### src/hdl/cvsa_pkg.sv
// ----------------------------------------------------------------------------
// cvsa_pkg: shared constants and types for the sweep sample accumulator
// Field widths, arithmetic widths, register indexes and the divider
// control structs used by the top level and the divider.
// ----------------------------------------------------------------------------
package cvsa_pkg;

   // Field widths
   localparam int CURRENT_BITS   = 24;
   localparam int INDEX_BITS     = 16;
   localparam int SAMPLE_INDEX_W = 16;
   localparam int MV_W           = 13;
   localparam int STEP_W         = 12;
   localparam int HALF_W         = STEP_W - 1;
   localparam int DIFF_W         = MV_W + 1;
   localparam int FRAC_BITS      = 16;
   localparam int VOLT_W         = MV_W + FRAC_BITS;
   localparam int RES_W          = 32;
   localparam int SUM_W          = 64;

   // Shared multiplier
   localparam int MUL_W          = 32;
   localparam int PROD_W         = 2 * MUL_W;

   // Voltage interpolation: |diff| * k, then scaled by 2^FRAC_BITS
   localparam int VPROD_W        = (DIFF_W - 1) + HALF_W;
   localparam int VNUM_W         = VPROD_W + FRAC_BITS;

   // Resistance: 1e6 / 65536 = 15625 / 1024
   localparam int SCALE          = 15625;
   localparam int SCALE_W        = 14;
   localparam int SCALE_SHIFT    = 10;
   localparam int MAG_W          = SUM_W - 1;
   localparam int LO_W           = MUL_W + SCALE_W;
   localparam int HI_W           = MAG_W - MUL_W;

   // Shared divider
   localparam int DIV_NUM_W      = MAG_W + SCALE_W + 1;
   localparam int DIV_DEN_W      = SUM_W + SCALE_SHIFT + 1;
   localparam int DIV_IDX_W      = $clog2(DIV_NUM_W);
   localparam int QUO_W          = 32;

   // Configuration registers
   localparam int CSR_IDX_W      = 2;
   localparam int CSR_DATA_W     = MV_W;
   localparam logic [CSR_IDX_W-1:0] CSR_START_MV   = 2'd0;
   localparam logic [CSR_IDX_W-1:0] CSR_PEAK_MV    = 2'd1;
   localparam logic [CSR_IDX_W-1:0] CSR_STEP_COUNT = 2'd2;

   localparam logic [MV_W-1:0]   START_MV_RESET   = 13'd0;
   localparam logic [MV_W-1:0]   PEAK_MV_RESET    = 13'd1000;
   localparam logic [STEP_W-1:0] STEP_COUNT_RESET = 12'd200;

   // Commands
   localparam logic CMD_SAMPLE = 1'b0;
   localparam logic CMD_CLEAR  = 1'b1;

   typedef struct packed {
      logic                 start;
      logic [DIV_IDX_W-1:0] msb_idx;
   } div_req_type;

   typedef struct packed {
      logic done;
      logic sat;
   } div_status_type;

endpackage

### src/hdl/cvsa_channels.sv
// ----------------------------------------------------------------------------
// cvsa channels: request and response valid/ready interfaces
// One beat moves one sample or clear command in, or one result out.
// ----------------------------------------------------------------------------
interface cvsa_req_if;
   logic                                       valid;
   logic                                       ready;
   logic                                       cmd;
   logic signed [cvsa_pkg::CURRENT_BITS-1:0]   current_na;

   modport source (output valid, cmd, current_na, input ready);
   modport sink   (input valid, cmd, current_na, output ready);
endinterface

interface cvsa_rsp_if;
   logic                                       valid;
   logic                                       ready;
   logic        [cvsa_pkg::SAMPLE_INDEX_W-1:0] sample_index;
   logic signed [cvsa_pkg::VOLT_W-1:0]         voltage_q;
   logic signed [cvsa_pkg::CURRENT_BITS-1:0]   current_echo;
   logic        [cvsa_pkg::CURRENT_BITS-1:0]   peak_current_na;
   logic signed [cvsa_pkg::RES_W-1:0]          resistance_ohm;

   modport source (output valid, sample_index, voltage_q, current_echo,
                   peak_current_na, resistance_ohm, input ready);
   modport sink   (input valid, sample_index, voltage_q, current_echo,
                   peak_current_na, resistance_ohm, output ready);
endinterface

### src/hdl/cvsa_divider.sv
// ----------------------------------------------------------------------------
// cvsa_divider: shared restoring divider, one quotient bit per cycle
// Walks the numerator from msb_idx down to bit 0. Keeps the low QUO_W
// quotient bits and flags any quotient bit above them.
// ----------------------------------------------------------------------------
module cvsa_divider (
   input  logic                              clock,
   input  logic                              reset,
   input  cvsa_pkg::div_req_type             req,
   input  logic [cvsa_pkg::DIV_NUM_W-1:0]    num,
   input  logic [cvsa_pkg::DIV_DEN_W-1:0]    den,
   output cvsa_pkg::div_status_type          status,
   output logic [cvsa_pkg::QUO_W-1:0]        quo,
   output logic [cvsa_pkg::DIV_DEN_W-1:0]    rem
);

   logic                               busy_ff, busy_in;
   logic                               done_ff, done_in;
   logic [cvsa_pkg::DIV_IDX_W-1:0]     idx_ff, idx_in;
   logic [cvsa_pkg::DIV_NUM_W-1:0]     num_ff, num_in;
   logic [cvsa_pkg::DIV_DEN_W-1:0]     den_ff, den_in;
   logic [cvsa_pkg::DIV_DEN_W-1:0]     rem_ff, rem_in;
   logic [cvsa_pkg::QUO_W-1:0]         quo_ff, quo_in;
   logic                               sat_ff, sat_in;

   logic [cvsa_pkg::DIV_DEN_W:0]       trial;
   logic [cvsa_pkg::DIV_DEN_W:0]       diff;
   logic                               fits;

   always_comb begin
      trial = {rem_ff, num_ff[idx_ff]};
      diff  = trial - {1'b0, den_ff};
      fits  = (trial >= {1'b0, den_ff});

      busy_in = busy_ff;
      done_in = 1'b0;
      idx_in  = idx_ff;
      num_in  = num_ff;
      den_in  = den_ff;
      rem_in  = rem_ff;
      quo_in  = quo_ff;
      sat_in  = sat_ff;

      if (req.start) begin
         busy_in = 1'b1;
         idx_in  = req.msb_idx;
         num_in  = num;
         den_in  = den;
         rem_in  = '0;
         quo_in  = '0;
         sat_in  = 1'b0;
      end else if (busy_ff) begin
         rem_in = fits ? diff[cvsa_pkg::DIV_DEN_W-1:0] : trial[cvsa_pkg::DIV_DEN_W-1:0];
         quo_in = {quo_ff[cvsa_pkg::QUO_W-2:0], fits};
         // quotient bits above the kept field mean overflow
         sat_in = sat_ff | (fits & (idx_ff >= cvsa_pkg::DIV_IDX_W'(cvsa_pkg::QUO_W)));
         if (idx_ff == '0) begin
            busy_in = 1'b0;
            done_in = 1'b1;
         end else begin
            idx_in = idx_ff - 1'b1;
         end
      end
   end

   always_ff @(posedge clock) begin
      if (reset) begin
         busy_ff <= 1'b0;
         done_ff <= 1'b0;
      end else begin
         busy_ff <= busy_in;
         done_ff <= done_in;
      end
   end

   always_ff @(posedge clock) begin
      idx_ff <= idx_in;
      num_ff <= num_in;
      den_ff <= den_in;
      rem_ff <= rem_in;
      quo_ff <= quo_in;
      sat_ff <= sat_in;
   end

   assign status.done = done_ff;
   assign status.sat  = sat_ff;
   assign quo         = quo_ff;
   assign rem         = rem_ff;

endmodule

### src/hdl/cv_sweep_sample_accumulator.sv
// ----------------------------------------------------------------------------
// cv_sweep_sample_accumulator: triangle-sweep voltammetry sample accumulator
// Per sample: sweep voltage, peak |current|, running sums and the
// least-squares resistance through the origin.
// ----------------------------------------------------------------------------
// Usage:
//   req_bus  valid/ready sink. A beat carries cmd and current_na. cmd clear
//            zeroes the sample index, peak and both sums and returns
//            nothing. cmd sample produces exactly one rsp beat.
//   rsp_bus  valid/ready source with sample_index, voltage_q, current_echo,
//            peak_current_na and resistance_ohm.
//   csr_*    write-only register port (start_mv, peak_mv, step_count);
//            write only while no sample is in flight.
// Work: the shared one-bit-per-cycle divider runs the sweep interpolation on
//   a 40-bit numerator and the resistance quotient on a 78-bit numerator;
//   multiply and accumulate steps go through the single 32x32 multiplier.
//   While the current-squared sum is still zero the resistance division is
//   skipped and the resistance is 0.
// Throughput: one sample at a time; req ready rises again in the same cycle
//   that the result is loaded into the output register.
// Reset: synchronous, active high; registers return to 0 / 1000 mV / 200
//   steps, sums and index clear, no rsp beat pending.
// Stall: the result sits in the output register, so the next sample can be
//   taken and worked on while rsp is stalled; it waits only if its own result
//   is done before the previous one has been taken.
// ----------------------------------------------------------------------------
module cv_sweep_sample_accumulator (
   input  logic                              clock,
   input  logic                              reset,
   cvsa_req_if.sink                          req_bus,
   cvsa_rsp_if.source                        rsp_bus,
   input  logic                              csr_we,
   input  logic [cvsa_pkg::CSR_IDX_W-1:0]    csr_index,
   input  logic [cvsa_pkg::CSR_DATA_W-1:0]   csr_wdata
);

   // sequencer states
   localparam int ST_W = 4;
   localparam logic [ST_W-1:0] ST_IDLE  = 4'd0;
   localparam logic [ST_W-1:0] ST_VMUL  = 4'd1;
   localparam logic [ST_W-1:0] ST_VDIV  = 4'd2;
   localparam logic [ST_W-1:0] ST_VWAIT = 4'd3;
   localparam logic [ST_W-1:0] ST_PMUL  = 4'd4;
   localparam logic [ST_W-1:0] ST_SMUL  = 4'd5;
   localparam logic [ST_W-1:0] ST_SACC  = 4'd6;
   localparam logic [ST_W-1:0] ST_RMAG  = 4'd7;
   localparam logic [ST_W-1:0] ST_MLO   = 4'd8;
   localparam logic [ST_W-1:0] ST_MHI   = 4'd9;
   localparam logic [ST_W-1:0] ST_RDIV  = 4'd10;
   localparam logic [ST_W-1:0] ST_RWAIT = 4'd11;
   localparam logic [ST_W-1:0] ST_FIN   = 4'd12;

   localparam int CB = cvsa_pkg::CURRENT_BITS;
   localparam int IB = cvsa_pkg::INDEX_BITS;
   localparam int HW = cvsa_pkg::HALF_W;
   localparam int VW = cvsa_pkg::VOLT_W;
   localparam int SW = cvsa_pkg::SUM_W;

   localparam logic [SW:0] SVC_MAX = {2'b00, {(SW-1){1'b1}}};
   localparam logic [SW:0] SVC_MIN = {2'b11, {(SW-2){1'b0}}, 1'b1};

   // ---------------- registers ----------------
   logic [ST_W-1:0]                    state_ff, state_in;
   logic [cvsa_pkg::MV_W-1:0]          start_mv_ff, start_mv_in;
   logic [cvsa_pkg::MV_W-1:0]          peak_mv_ff, peak_mv_in;
   logic [cvsa_pkg::STEP_W-1:0]        steps_ff, steps_in;
   logic [IB-1:0]                      index_ff, index_in;
   logic [CB-1:0]                      peak_ff, peak_in;
   logic [SW-1:0]                      svc_ff, svc_in;     // sum v*i, signed
   logic [SW-1:0]                      scs_ff, scs_in;     // sum i*i, unsigned

   logic [CB-1:0]                      cur_ff, cur_in;
   logic [CB-1:0]                      abs_ff, abs_in;
   logic [HW-1:0]                      k_ff, k_in;
   logic [HW-1:0]                      half_ff, half_in;
   logic                               dneg_ff, dneg_in;
   logic [cvsa_pkg::PROD_W-1:0]        mul_ff, mul_in;
   logic [VW-1:0]                      v_ff, v_in;
   logic                               pneg_ff, pneg_in;
   logic                               rneg_ff, rneg_in;
   logic [cvsa_pkg::MAG_W-1:0]         mag_ff, mag_in;
   logic [cvsa_pkg::LO_W-1:0]          lo_ff, lo_in;
   logic [cvsa_pkg::RES_W-1:0]         res_ff, res_in;

   logic                               rsp_valid_ff, rsp_valid_in;
   logic [cvsa_pkg::SAMPLE_INDEX_W-1:0] rsp_index_ff, rsp_index_in;
   logic [VW-1:0]                      rsp_volt_ff, rsp_volt_in;
   logic [CB-1:0]                      rsp_cur_ff, rsp_cur_in;
   logic [CB-1:0]                      rsp_peak_ff, rsp_peak_in;
   logic [cvsa_pkg::RES_W-1:0]         rsp_res_ff, rsp_res_in;

   // ---------------- combinational ----------------
   logic                               req_accept;
   logic                               rsp_free;
   logic [HW-1:0]                      half_c;
   logic [IB-1:0]                      half_ext;
   logic [IB-1:0]                      fall_d;
   logic [HW-1:0]                      k_c;
   logic [cvsa_pkg::DIFF_W-1:0]        diff_c;
   logic [cvsa_pkg::DIFF_W-1:0]        dmag_c;
   logic [cvsa_pkg::MUL_W-1:0]         op_a, op_b;
   logic [cvsa_pkg::VNUM_W-1:0]        vnum_c;
   logic [VW:0]                        vbase_c, vq_c, vsum_c;
   logic [VW-1:0]                      vabs_c;
   logic [SW:0]                        term_c, svc_sum_c;
   logic [SW:0]                        scs_sum_c;
   logic [cvsa_pkg::DIV_NUM_W-1:0]     rnum_c;
   logic                               round_c;
   logic [cvsa_pkg::QUO_W:0]           rq_c;
   logic [cvsa_pkg::RES_W-1:0]         rmag_c;

   // divider hookup
   cvsa_pkg::div_req_type              div_req;
   cvsa_pkg::div_status_type           div_status;
   logic [cvsa_pkg::DIV_NUM_W-1:0]     div_num;
   logic [cvsa_pkg::DIV_DEN_W-1:0]     div_den;
   logic [cvsa_pkg::QUO_W-1:0]         div_quo;
   logic [cvsa_pkg::DIV_DEN_W-1:0]     div_rem;

   cvsa_divider u_divider (
      .clock  (clock),
      .reset  (reset),
      .req    (div_req),
      .num    (div_num),
      .den    (div_den),
      .status (div_status),
      .quo    (div_quo),
      .rem    (div_rem)
   );

   assign req_bus.ready = (state_ff == ST_IDLE);
   assign req_accept    = req_bus.valid & req_bus.ready;
   assign rsp_free      = ~rsp_valid_ff | rsp_bus.ready;

   // position on the triangle: rising up to half, mirrored, then held at 0
   always_comb begin
      half_c = steps_ff[cvsa_pkg::STEP_W-1:1];
      if (half_c == '0) begin
         half_c = HW'(1);
      end
      half_ext = IB'(half_c);
      fall_d   = index_ff - half_ext;
      if (fall_d > half_ext) begin
         fall_d = half_ext;
      end
      if (index_ff <= half_ext) begin
         k_c = index_ff[HW-1:0];
      end else begin
         k_c = half_c - fall_d[HW-1:0];
      end
      diff_c = {peak_mv_ff[cvsa_pkg::MV_W-1], peak_mv_ff}
             - {start_mv_ff[cvsa_pkg::MV_W-1], start_mv_ff};
      dmag_c = diff_c[cvsa_pkg::DIFF_W-1] ? (cvsa_pkg::DIFF_W'(0) - diff_c) : diff_c;
   end

   // shared multiplier operand select
   always_comb begin
      op_a = '0;
      op_b = '0;
      case (state_ff)
         ST_VMUL: begin
            op_a = cvsa_pkg::MUL_W'(dmag_c);
            op_b = cvsa_pkg::MUL_W'(k_ff);
         end
         ST_PMUL: begin
            op_a = cvsa_pkg::MUL_W'(vabs_c);
            op_b = cvsa_pkg::MUL_W'(abs_ff);
         end
         ST_SMUL: begin
            op_a = cvsa_pkg::MUL_W'(abs_ff);
            op_b = cvsa_pkg::MUL_W'(abs_ff);
         end
         ST_MLO: begin
            op_a = mag_ff[cvsa_pkg::MUL_W-1:0];
            op_b = cvsa_pkg::MUL_W'(cvsa_pkg::SCALE);
         end
         ST_MHI: begin
            op_a = cvsa_pkg::MUL_W'(mag_ff[cvsa_pkg::MAG_W-1:cvsa_pkg::MUL_W]);
            op_b = cvsa_pkg::MUL_W'(cvsa_pkg::SCALE);
         end
         default: begin
            op_a = '0;
            op_b = '0;
         end
      endcase
      mul_in = op_a * op_b;
   end

   // datapath terms
   always_comb begin
      // voltage numerator: |diff|*k scaled, plus half/2 for round to nearest
      vnum_c  = {mul_ff[cvsa_pkg::VPROD_W-1:0], {cvsa_pkg::FRAC_BITS{1'b0}}}
              + cvsa_pkg::VNUM_W'(half_ff >> 1);
      vbase_c = {start_mv_ff[cvsa_pkg::MV_W-1], start_mv_ff, {cvsa_pkg::FRAC_BITS{1'b0}}};
      vq_c    = dneg_ff ? ((VW+1)'(0) - {1'b0, div_quo[VW-1:0]}) : {1'b0, div_quo[VW-1:0]};
      vsum_c  = vbase_c + vq_c;
      vabs_c  = v_ff[VW-1] ? (VW'(0) - v_ff) : v_ff;

      // signed v*i into the saturating sum
      term_c    = pneg_ff ? ((SW+1)'(0) - {1'b0, mul_ff}) : {1'b0, mul_ff};
      svc_sum_c = {svc_ff[SW-1], svc_ff} + term_c;
      scs_sum_c = {1'b0, scs_ff} + {1'b0, mul_ff};

      // resistance numerator: |sum v*i| * 15625 from two partial products
      rnum_c = {mul_ff[cvsa_pkg::LO_W-1:0], {cvsa_pkg::MUL_W{1'b0}}}
             + cvsa_pkg::DIV_NUM_W'(lo_ff);

      round_c = ({div_rem, 1'b0} >= {1'b0, div_den});
      rq_c    = {1'b0, div_quo} + (cvsa_pkg::QUO_W+1)'(round_c);
      if (div_status.sat || (rq_c[cvsa_pkg::QUO_W:cvsa_pkg::RES_W-1] != '0)) begin
         rmag_c = {1'b0, {(cvsa_pkg::RES_W-1){1'b1}}};
      end else begin
         rmag_c = {1'b0, rq_c[cvsa_pkg::RES_W-2:0]};
      end
   end

   // divider request: voltage interpolation or resistance quotient
   always_comb begin
      div_req.start   = 1'b0;
      div_req.msb_idx = cvsa_pkg::DIV_IDX_W'(cvsa_pkg::VNUM_W - 1);
      div_num         = cvsa_pkg::DIV_NUM_W'(vnum_c);
      div_den         = cvsa_pkg::DIV_DEN_W'(half_ff);
      if (state_ff == ST_VDIV) begin
         div_req.start = 1'b1;
      end
      if ((state_ff == ST_RDIV) || (state_ff == ST_RWAIT)) begin
         div_req.start   = (state_ff == ST_RDIV);
         div_req.msb_idx = cvsa_pkg::DIV_IDX_W'(cvsa_pkg::DIV_NUM_W - 1);
         div_num         = rnum_c;
         div_den         = cvsa_pkg::DIV_DEN_W'({scs_ff, {cvsa_pkg::SCALE_SHIFT{1'b0}}});
      end
   end

   // sequencer
   always_comb begin
      state_in     = state_ff;
      start_mv_in  = start_mv_ff;
      peak_mv_in   = peak_mv_ff;
      steps_in     = steps_ff;
      index_in     = index_ff;
      peak_in      = peak_ff;
      svc_in       = svc_ff;
      scs_in       = scs_ff;
      cur_in       = cur_ff;
      abs_in       = abs_ff;
      k_in         = k_ff;
      half_in      = half_ff;
      dneg_in      = dneg_ff;
      v_in         = v_ff;
      pneg_in      = pneg_ff;
      rneg_in      = rneg_ff;
      mag_in       = mag_ff;
      lo_in        = lo_ff;
      res_in       = res_ff;
      rsp_valid_in = rsp_valid_ff & ~rsp_bus.ready;
      rsp_index_in = rsp_index_ff;
      rsp_volt_in  = rsp_volt_ff;
      rsp_cur_in   = rsp_cur_ff;
      rsp_peak_in  = rsp_peak_ff;
      rsp_res_in   = rsp_res_ff;

      if (csr_we) begin
         case (csr_index)
            cvsa_pkg::CSR_START_MV:   start_mv_in = csr_wdata;
            cvsa_pkg::CSR_PEAK_MV:    peak_mv_in  = csr_wdata;
            cvsa_pkg::CSR_STEP_COUNT: steps_in    = csr_wdata[cvsa_pkg::STEP_W-1:0];
            default: ;
         endcase
      end

      case (state_ff)
         ST_IDLE: begin
            if (req_accept) begin
               if (req_bus.cmd == cvsa_pkg::CMD_CLEAR) begin
                  index_in = '0;
                  peak_in  = '0;
                  svc_in   = '0;
                  scs_in   = '0;
               end else begin
                  cur_in   = req_bus.current_na;
                  abs_in   = req_bus.current_na[CB-1] ? (CB'(0) - req_bus.current_na)
                                                      : req_bus.current_na;
                  k_in     = k_c;
                  half_in  = half_c;
                  dneg_in  = diff_c[cvsa_pkg::DIFF_W-1];
                  state_in = ST_VMUL;
               end
            end
         end
         ST_VMUL: state_in = ST_VDIV;
         ST_VDIV: state_in = ST_VWAIT;
         ST_VWAIT: begin
            if (div_status.done) begin
               v_in     = vsum_c[VW-1:0];
               state_in = ST_PMUL;
            end
         end
         ST_PMUL: begin
            pneg_in  = v_ff[VW-1] ^ cur_ff[CB-1];
            state_in = ST_SMUL;
         end
         ST_SMUL: begin
            // clamp to +-(2^63-1)
            if ($signed(svc_sum_c) > $signed(SVC_MAX)) begin
               svc_in = SVC_MAX[SW-1:0];
            end else if ($signed(svc_sum_c) < $signed(SVC_MIN)) begin
               svc_in = SVC_MIN[SW-1:0];
            end else begin
               svc_in = svc_sum_c[SW-1:0];
            end
            if (abs_ff > peak_ff) begin
               peak_in = abs_ff;
            end
            state_in = ST_SACC;
         end
         ST_SACC: begin
            scs_in   = scs_sum_c[SW] ? {SW{1'b1}} : scs_sum_c[SW-1:0];
            state_in = ST_RMAG;
         end
         ST_RMAG: begin
            if (scs_ff == '0) begin
               res_in   = '0;
               state_in = ST_FIN;
            end else begin
               rneg_in  = svc_ff[SW-1];
               mag_in   = svc_ff[SW-1] ? cvsa_pkg::MAG_W'(SW'(0) - svc_ff)
                                       : svc_ff[cvsa_pkg::MAG_W-1:0];
               state_in = ST_MLO;
            end
         end
         ST_MLO: state_in = ST_MHI;
         ST_MHI: begin
            lo_in    = mul_ff[cvsa_pkg::LO_W-1:0];
            state_in = ST_RDIV;
         end
         ST_RDIV: state_in = ST_RWAIT;
         ST_RWAIT: begin
            if (div_status.done) begin
               res_in   = rneg_ff ? (cvsa_pkg::RES_W'(0) - rmag_c) : rmag_c;
               state_in = ST_FIN;
            end
         end
         ST_FIN: begin
            if (rsp_free) begin
               rsp_valid_in = 1'b1;
               rsp_index_in = cvsa_pkg::SAMPLE_INDEX_W'(index_ff);
               rsp_volt_in  = v_ff;
               rsp_cur_in   = cur_ff;
               rsp_peak_in  = peak_ff;
               rsp_res_in   = res_ff;
               if (index_ff != {IB{1'b1}}) begin
                  index_in = index_ff + 1'b1;
               end
               state_in = ST_IDLE;
            end
         end
         default: state_in = ST_IDLE;
      endcase
   end

   always_ff @(posedge clock) begin
      if (reset) begin
         state_ff     <= ST_IDLE;
         start_mv_ff  <= cvsa_pkg::START_MV_RESET;
         peak_mv_ff   <= cvsa_pkg::PEAK_MV_RESET;
         steps_ff     <= cvsa_pkg::STEP_COUNT_RESET;
         index_ff     <= '0;
         peak_ff      <= '0;
         svc_ff       <= '0;
         scs_ff       <= '0;
         rsp_valid_ff <= 1'b0;
      end else begin
         state_ff     <= state_in;
         start_mv_ff  <= start_mv_in;
         peak_mv_ff   <= peak_mv_in;
         steps_ff     <= steps_in;
         index_ff     <= index_in;
         peak_ff      <= peak_in;
         svc_ff       <= svc_in;
         scs_ff       <= scs_in;
         rsp_valid_ff <= rsp_valid_in;
      end
   end

   always_ff @(posedge clock) begin
      cur_ff       <= cur_in;
      abs_ff       <= abs_in;
      k_ff         <= k_in;
      half_ff      <= half_in;
      dneg_ff      <= dneg_in;
      mul_ff       <= mul_in;
      v_ff         <= v_in;
      pneg_ff      <= pneg_in;
      rneg_ff      <= rneg_in;
      mag_ff       <= mag_in;
      lo_ff        <= lo_in;
      res_ff       <= res_in;
      rsp_index_ff <= rsp_index_in;
      rsp_volt_ff  <= rsp_volt_in;
      rsp_cur_ff   <= rsp_cur_in;
      rsp_peak_ff  <= rsp_peak_in;
      rsp_res_ff   <= rsp_res_in;
   end

   assign rsp_bus.valid           = rsp_valid_ff;
   assign rsp_bus.sample_index    = rsp_index_ff;
   assign rsp_bus.voltage_q       = rsp_volt_ff;
   assign rsp_bus.current_echo    = rsp_cur_ff;
   assign rsp_bus.peak_current_na = rsp_peak_ff;
   assign rsp_bus.resistance_ohm  = rsp_res_ff;

endmodule
### src/flat_wrapper.sv
// flat-port wrapper written by rule: the top's interface ports become plain ports
module cv_sweep_sample_accumulator_flat 
  (clock, reset, csr_we, csr_index, csr_wdata, req_bus_valid, req_bus_cmd, req_bus_current_na, req_bus_ready, rsp_bus_valid, rsp_bus_sample_index, rsp_bus_voltage_q, rsp_bus_current_echo, rsp_bus_peak_current_na, rsp_bus_resistance_ohm, rsp_bus_ready);
  cvsa_req_if req_bus_i ();
  cvsa_rsp_if rsp_bus_i ();
  input  logic clock;
  input  logic reset;
  input  logic csr_we;
  input  logic [cvsa_pkg::CSR_IDX_W-1:0] csr_index;
  input  logic [cvsa_pkg::CSR_DATA_W-1:0] csr_wdata;
  input wire logic [$bits(req_bus_i.valid)-1:0] req_bus_valid;
  input wire logic [$bits(req_bus_i.cmd)-1:0] req_bus_cmd;
  input wire logic [$bits(req_bus_i.current_na)-1:0] req_bus_current_na;
  output wire logic [$bits(req_bus_i.ready)-1:0] req_bus_ready;
  output wire logic [$bits(rsp_bus_i.valid)-1:0] rsp_bus_valid;
  output wire logic [$bits(rsp_bus_i.sample_index)-1:0] rsp_bus_sample_index;
  output wire logic [$bits(rsp_bus_i.voltage_q)-1:0] rsp_bus_voltage_q;
  output wire logic [$bits(rsp_bus_i.current_echo)-1:0] rsp_bus_current_echo;
  output wire logic [$bits(rsp_bus_i.peak_current_na)-1:0] rsp_bus_peak_current_na;
  output wire logic [$bits(rsp_bus_i.resistance_ohm)-1:0] rsp_bus_resistance_ohm;
  input wire logic [$bits(rsp_bus_i.ready)-1:0] rsp_bus_ready;
  assign req_bus_i.valid = req_bus_valid;
  assign req_bus_i.cmd = req_bus_cmd;
  assign req_bus_i.current_na = req_bus_current_na;
  assign req_bus_ready = req_bus_i.ready;
  assign rsp_bus_valid = rsp_bus_i.valid;
  assign rsp_bus_sample_index = rsp_bus_i.sample_index;
  assign rsp_bus_voltage_q = rsp_bus_i.voltage_q;
  assign rsp_bus_current_echo = rsp_bus_i.current_echo;
  assign rsp_bus_peak_current_na = rsp_bus_i.peak_current_na;
  assign rsp_bus_resistance_ohm = rsp_bus_i.resistance_ohm;
  assign rsp_bus_i.ready = rsp_bus_ready;
  cv_sweep_sample_accumulator u_core (.clock(clock), .reset(reset), .req_bus(req_bus_i), .rsp_bus(rsp_bus_i), .csr_we(csr_we), .csr_index(csr_index), .csr_wdata(csr_wdata));
endmodule
### config.mk
export PLATFORM = sky130hd
export DESIGN_NAME = cv_sweep_sample_accumulator_flat
export DESIGN_NICKNAME = d
export VERILOG_FILES = /design/src/hdl/cvsa_pkg.sv /design/src/hdl/cvsa_channels.sv /design/src/hdl/cvsa_divider.sv /design/src/hdl/cv_sweep_sample_accumulator.sv /design/src/flat_wrapper.sv
export SDC_FILE = /design/constraint.sdc
export NUM_CORES = 2
export LEC_CHECK = 0
export ABC_AREA = 0
export BUFFER_PORTS_ARGS = -buffer_cell sky130_fd_sc_hd__buf_2
export CAP_MARGIN = 30
export CORE_UTILIZATION = 59
export CTS_CLUSTER_SIZE = 12
export DETAILED_ROUTE_END_ITERATION = 8
export GPL_TIMING_DRIVEN = 0
export MAX_ROUTING_LAYER = met4
export PLACE_DENSITY_LB_ADDON = 0.2
export SYNTH_ARGS = -nofsm -noshare
export SYNTH_HDL_FRONTEND = slang
export SYNTH_HIERARCHICAL = 1
export SYNTH_SLANG_ARGS = --single-unit
export TNS_END_PERCENT = 10
### constraint.sdc
create_clock -name clock -period 10.2 [get_ports clock]
set_input_delay 1.02 -clock clock [delete_from_list [all_inputs] [get_ports clock]]
set_output_delay 1.02 -clock clock [all_outputs]
set_load 0.03 [all_outputs]
==> metrics.cfg <==
[clock_tree]
cts_tree=yes
insertion_delay_ns=0.73
htreeDepth=3
cts.path.max_buffers=3
clockRootBuffer=clkbuf_16
cts.reportedPaths.clkPinSlew_ns=0.06
numCtsBuffers=100
clock-sinks=906

[setup_path]
arrival_ns=10.68
crit_path_top_delay_cell=xor2_1
rr_worst_depth=30
required_ns=10.78
crit_buf_inv=5
path_delay_family=adder cells
critPathLaunchType=flop
crit_path_max_incr_delay_ns=0.78
crit_fanout=7
path_depth=30
endpoint_kind=flop
path_common_cell=fa_1
crit_type=reg -> reg

[global_route]
grt_pass1_wl_mm=431
grt_max_degree=64
grt_antenna_before_repair=13
grt.busiest_layer=met2
use_met1_pct=55.5
grtUsageMet3_pct=10.3
gr-usage-met2_pct=64.2
track_usage_pct=43.5
grt_pass1_vias=68300
gr-total-overflow=0

[route]
avgViaCountPerCell=6.33
drc=0
vias=71600
first_iter_violations=8625
antenna_left=0
routed_wl_mm=296
drtPass1Iterations=8
wl_per_cell_um=26.2

[finish]
layout-drive-gt1-share_pct=8.05
fill_cells=11300
final_util_pct=65.9
fin_nets=10700
syn_to_final_growth_pct=10.6
final_cell_area_mm2=0.0896

[placed_design]
gp_congestion=1.08
dpl-instance-area_mm2=0.0848
dp_slack_ns=-2.08
port_buffers=171
hpwl_mm=238

[die]
die_area_mm2=0.139
die_x_um=372
num_io_pins=172
start_util_pct=59.6
std_cell_rows=135
core_area_mm2=0.136
die_h_um=372

[synth]
yosysUniqueCellTypes=102
synthAdderAreaFrac_pct=25.3
netlist_instances=9017
synthSimpleGateAreaFrac_pct=15.8
yosysSeqAreaShare_pct=28.9
synth_seq_cells=906
yosys.area.top_type=edfxtp_1
synth_compound_gate_area_share_pct=15.0
synthArstFlopShare_pct=0
synthMuxAreaShare_pct=1.53
synth_flop_cell=edfxtp_1
synth_area_leaders=edfxtp_1 20%, fa_1 17%, dfxtp_1 9.4%
synth_xor_area_share_pct=6.01
synth-edff-count=527
yosysMostFrequentCell=nand2_1
synth_top_area_share_pct=19.5
synth_area_mm2=0.0810
yosys_warnings=6
avgSynthCellArea_um2=8.98
synth_top_family_by_area=adder cells
synth_common_cells=1266 x nand2_1, 1094 x inv_1, 668 x fa_1, 583 x nor2_1, 570 x ha_1

[run_status]
status=complete, no violations

[sta]
slew_violations=0
hold_violations=0
finalSetupViolCount=0
worst_pin_slew_ns=1.07
fin_skew_ns=0.0544
setup_slack_ns=0.0920
timing.fmax_ghz=0.0989
min_period_ns=10.11
fin_crit_sh_pct=99.1
max-slew-margin-rel_pct=26.9
rsz0062_at_grt=yes

[worst_hold_path]
worstHoldPathCells=0
hold_class=reg -> reg

[pwr]
ir_worst_vdd_mv=0.158
leakage_uw=0.0394
power_density_mw_per_mm2=151

[run]
cap_violations=0

-- state kept, by name (all words and copies together) (netlist names), 13 cells and up --
name / count
u_core/u_divider/num_ff: 78
u_core/peak_ff: 24
u_core/scs_ff: 64
u_core/u_divider/quo: 32
u_core/mul_ff: 59
u_core/svc_ff: 64
u_core/lo_ff: 46
u_core/u_divider/rem: 75
u_core/rsp_bus.peak_current_na: 24
u_core/rsp_bus.resistance_ohm: 32
u_core/start_mv_ff: 13
u_core/u_divider/den_ff: 75
u_core/mag_ff: 63
u_core/v_ff: 29
u_core/peak_mv_ff: 13
u_core/abs_ff: 23
u_core/res_ff: 32
u_core/rsp_bus.voltage_q: 29
u_core/index_ff: 16
u_core/cur_ff: 24
u_core/rsp_bus.current_echo: 24
u_core/rsp_bus.sample_index: 16
-- layout by cell type, fill, tap and decap left out, types with 25 or more instances in the layout --
cell type	Yosys	routed
a211oi_1	41	39
a21o_1	159	159
a21oi_1	546	527
a221o_1	62	62
a22oi_1	30	30
a311oi_1	109	108
a31oi_1	49	44
and2_1	113	105
and3_1	93	90
buf_2	34	215
buf_4	4	55
buf_6	9	25
clkbuf_1	394	364
clkbuf_16	0	102
clkbuf_2	1	35
conb_1	2	56
dfxtp_1	379	374
edfxtp_1	527	527
fa_1	668	659
ha_1	570	550
inv_1	1094	1087
mux2i_1	81	80
nand2_1	1266	1264
nand2b_1	72	72
nand3_1	115	111
nand4_1	137	137
nor2_1	583	572
nor2b_1	58	55
nor3_1	125	123
nor4_1	59	57
o21a_1	59	57
o21ai_0	358	340
o21bai_1	76	75
o31ai_1	80	75
or2_2	30	30
or3_1	59	54
or4_1	38	37
xnor2_1	384	378
xor2_1	170	163
-- cells by family (layout without fill, tap and decap cells) --
logic type                 Yosys count  count (layout)
buffers and inverters             1561            2001
adders and majority gates         1238            1238
other                                2              70
DFF                                906             906
muxes                              103             103
xor gates and xnor gates           555             555
and+or+nand+nor                   2805            2805
AOI/OAI and AO/OA                 1847            1847
-- report_power, final --
group	switching [µW]	internal (µW)
logic	3300	1920
registers	449	4130
clock network	1590	2140
total	5340	8190
-- layer usage --
layer / share of wire (%) / routed length [µm]
met1: 39 / 114000
met2: 44 / 129000
met3: 12 / 34300
met4: 6.3 / 18600
met5: 0 / 0
-- what timing repair did --
action	CTS	global route
endpoints found under the hold margin	0	0
endpoints found under the setup margin	56	30
gates cloned	0	1
pin swaps	11	78
setup buffers	10	32
hold buffers	0	0
resized for setup	135	193
-- final cells by class --
type / instances / area (µm²) / area share (%)
Antenna cell: 14 / 35.0 / 0.0391
Buffer: 456 / 2010 / 2.25
Clock buffer: 145 / 2780 / 3.11
Clock inverter: 44 / 547 / 0.611
Inverter: 1096 / 4120 / 4.59
Multi-Input combinational cell: 6604 / 52700 / 58.8
Sequential cell: 906 / 23400 / 26.2
Tap cell: 1781 / 2230 / 2.49
Timing Repair Buffer: 260 / 1740 / 1.94
-- stage by stage --
step / std cells / total power, µW / hold WS (ns) / TNS, ns
global route: 11300 / 14200 / 0.421 / -0.735
CTS: 11300 / 13300 / 0.414 / -0.00228
finish: 11300 / 13500 / 0.414 / 0
detailed placement: 11100 / 9570 / 0.405 / -56.18
global placement: 11000 / 9450 / 0.401 / -56.33
floorplan: 9071 / 8050 / 0.400 / 0
-- worst paths after layout --
path | start | endpoint | slack (ns)
worst max-delay path | u_core/v_ff[18]$_DFFE_PP_ | u_core/mul_ff[34]$_DFF_P_ | 0.09
worst min-delay path | u_core/res_ff[28]$_SDFFCE_PP0P_ | u_core/rsp_bus.resistance_ohm[28]$_DFFE_PP_ | 0.41
worst max register to register | u_core/v_ff[18]$_DFFE_PP_ | u_core/mul_ff[34]$_DFF_P_ | 0.09
worst min register to register | u_core/res_ff[28]$_SDFFCE_PP0P_ | u_core/rsp_bus.resistance_ohm[28]$_DFFE_PP_ | 0.41
Power figures use the tool's default switching activity.
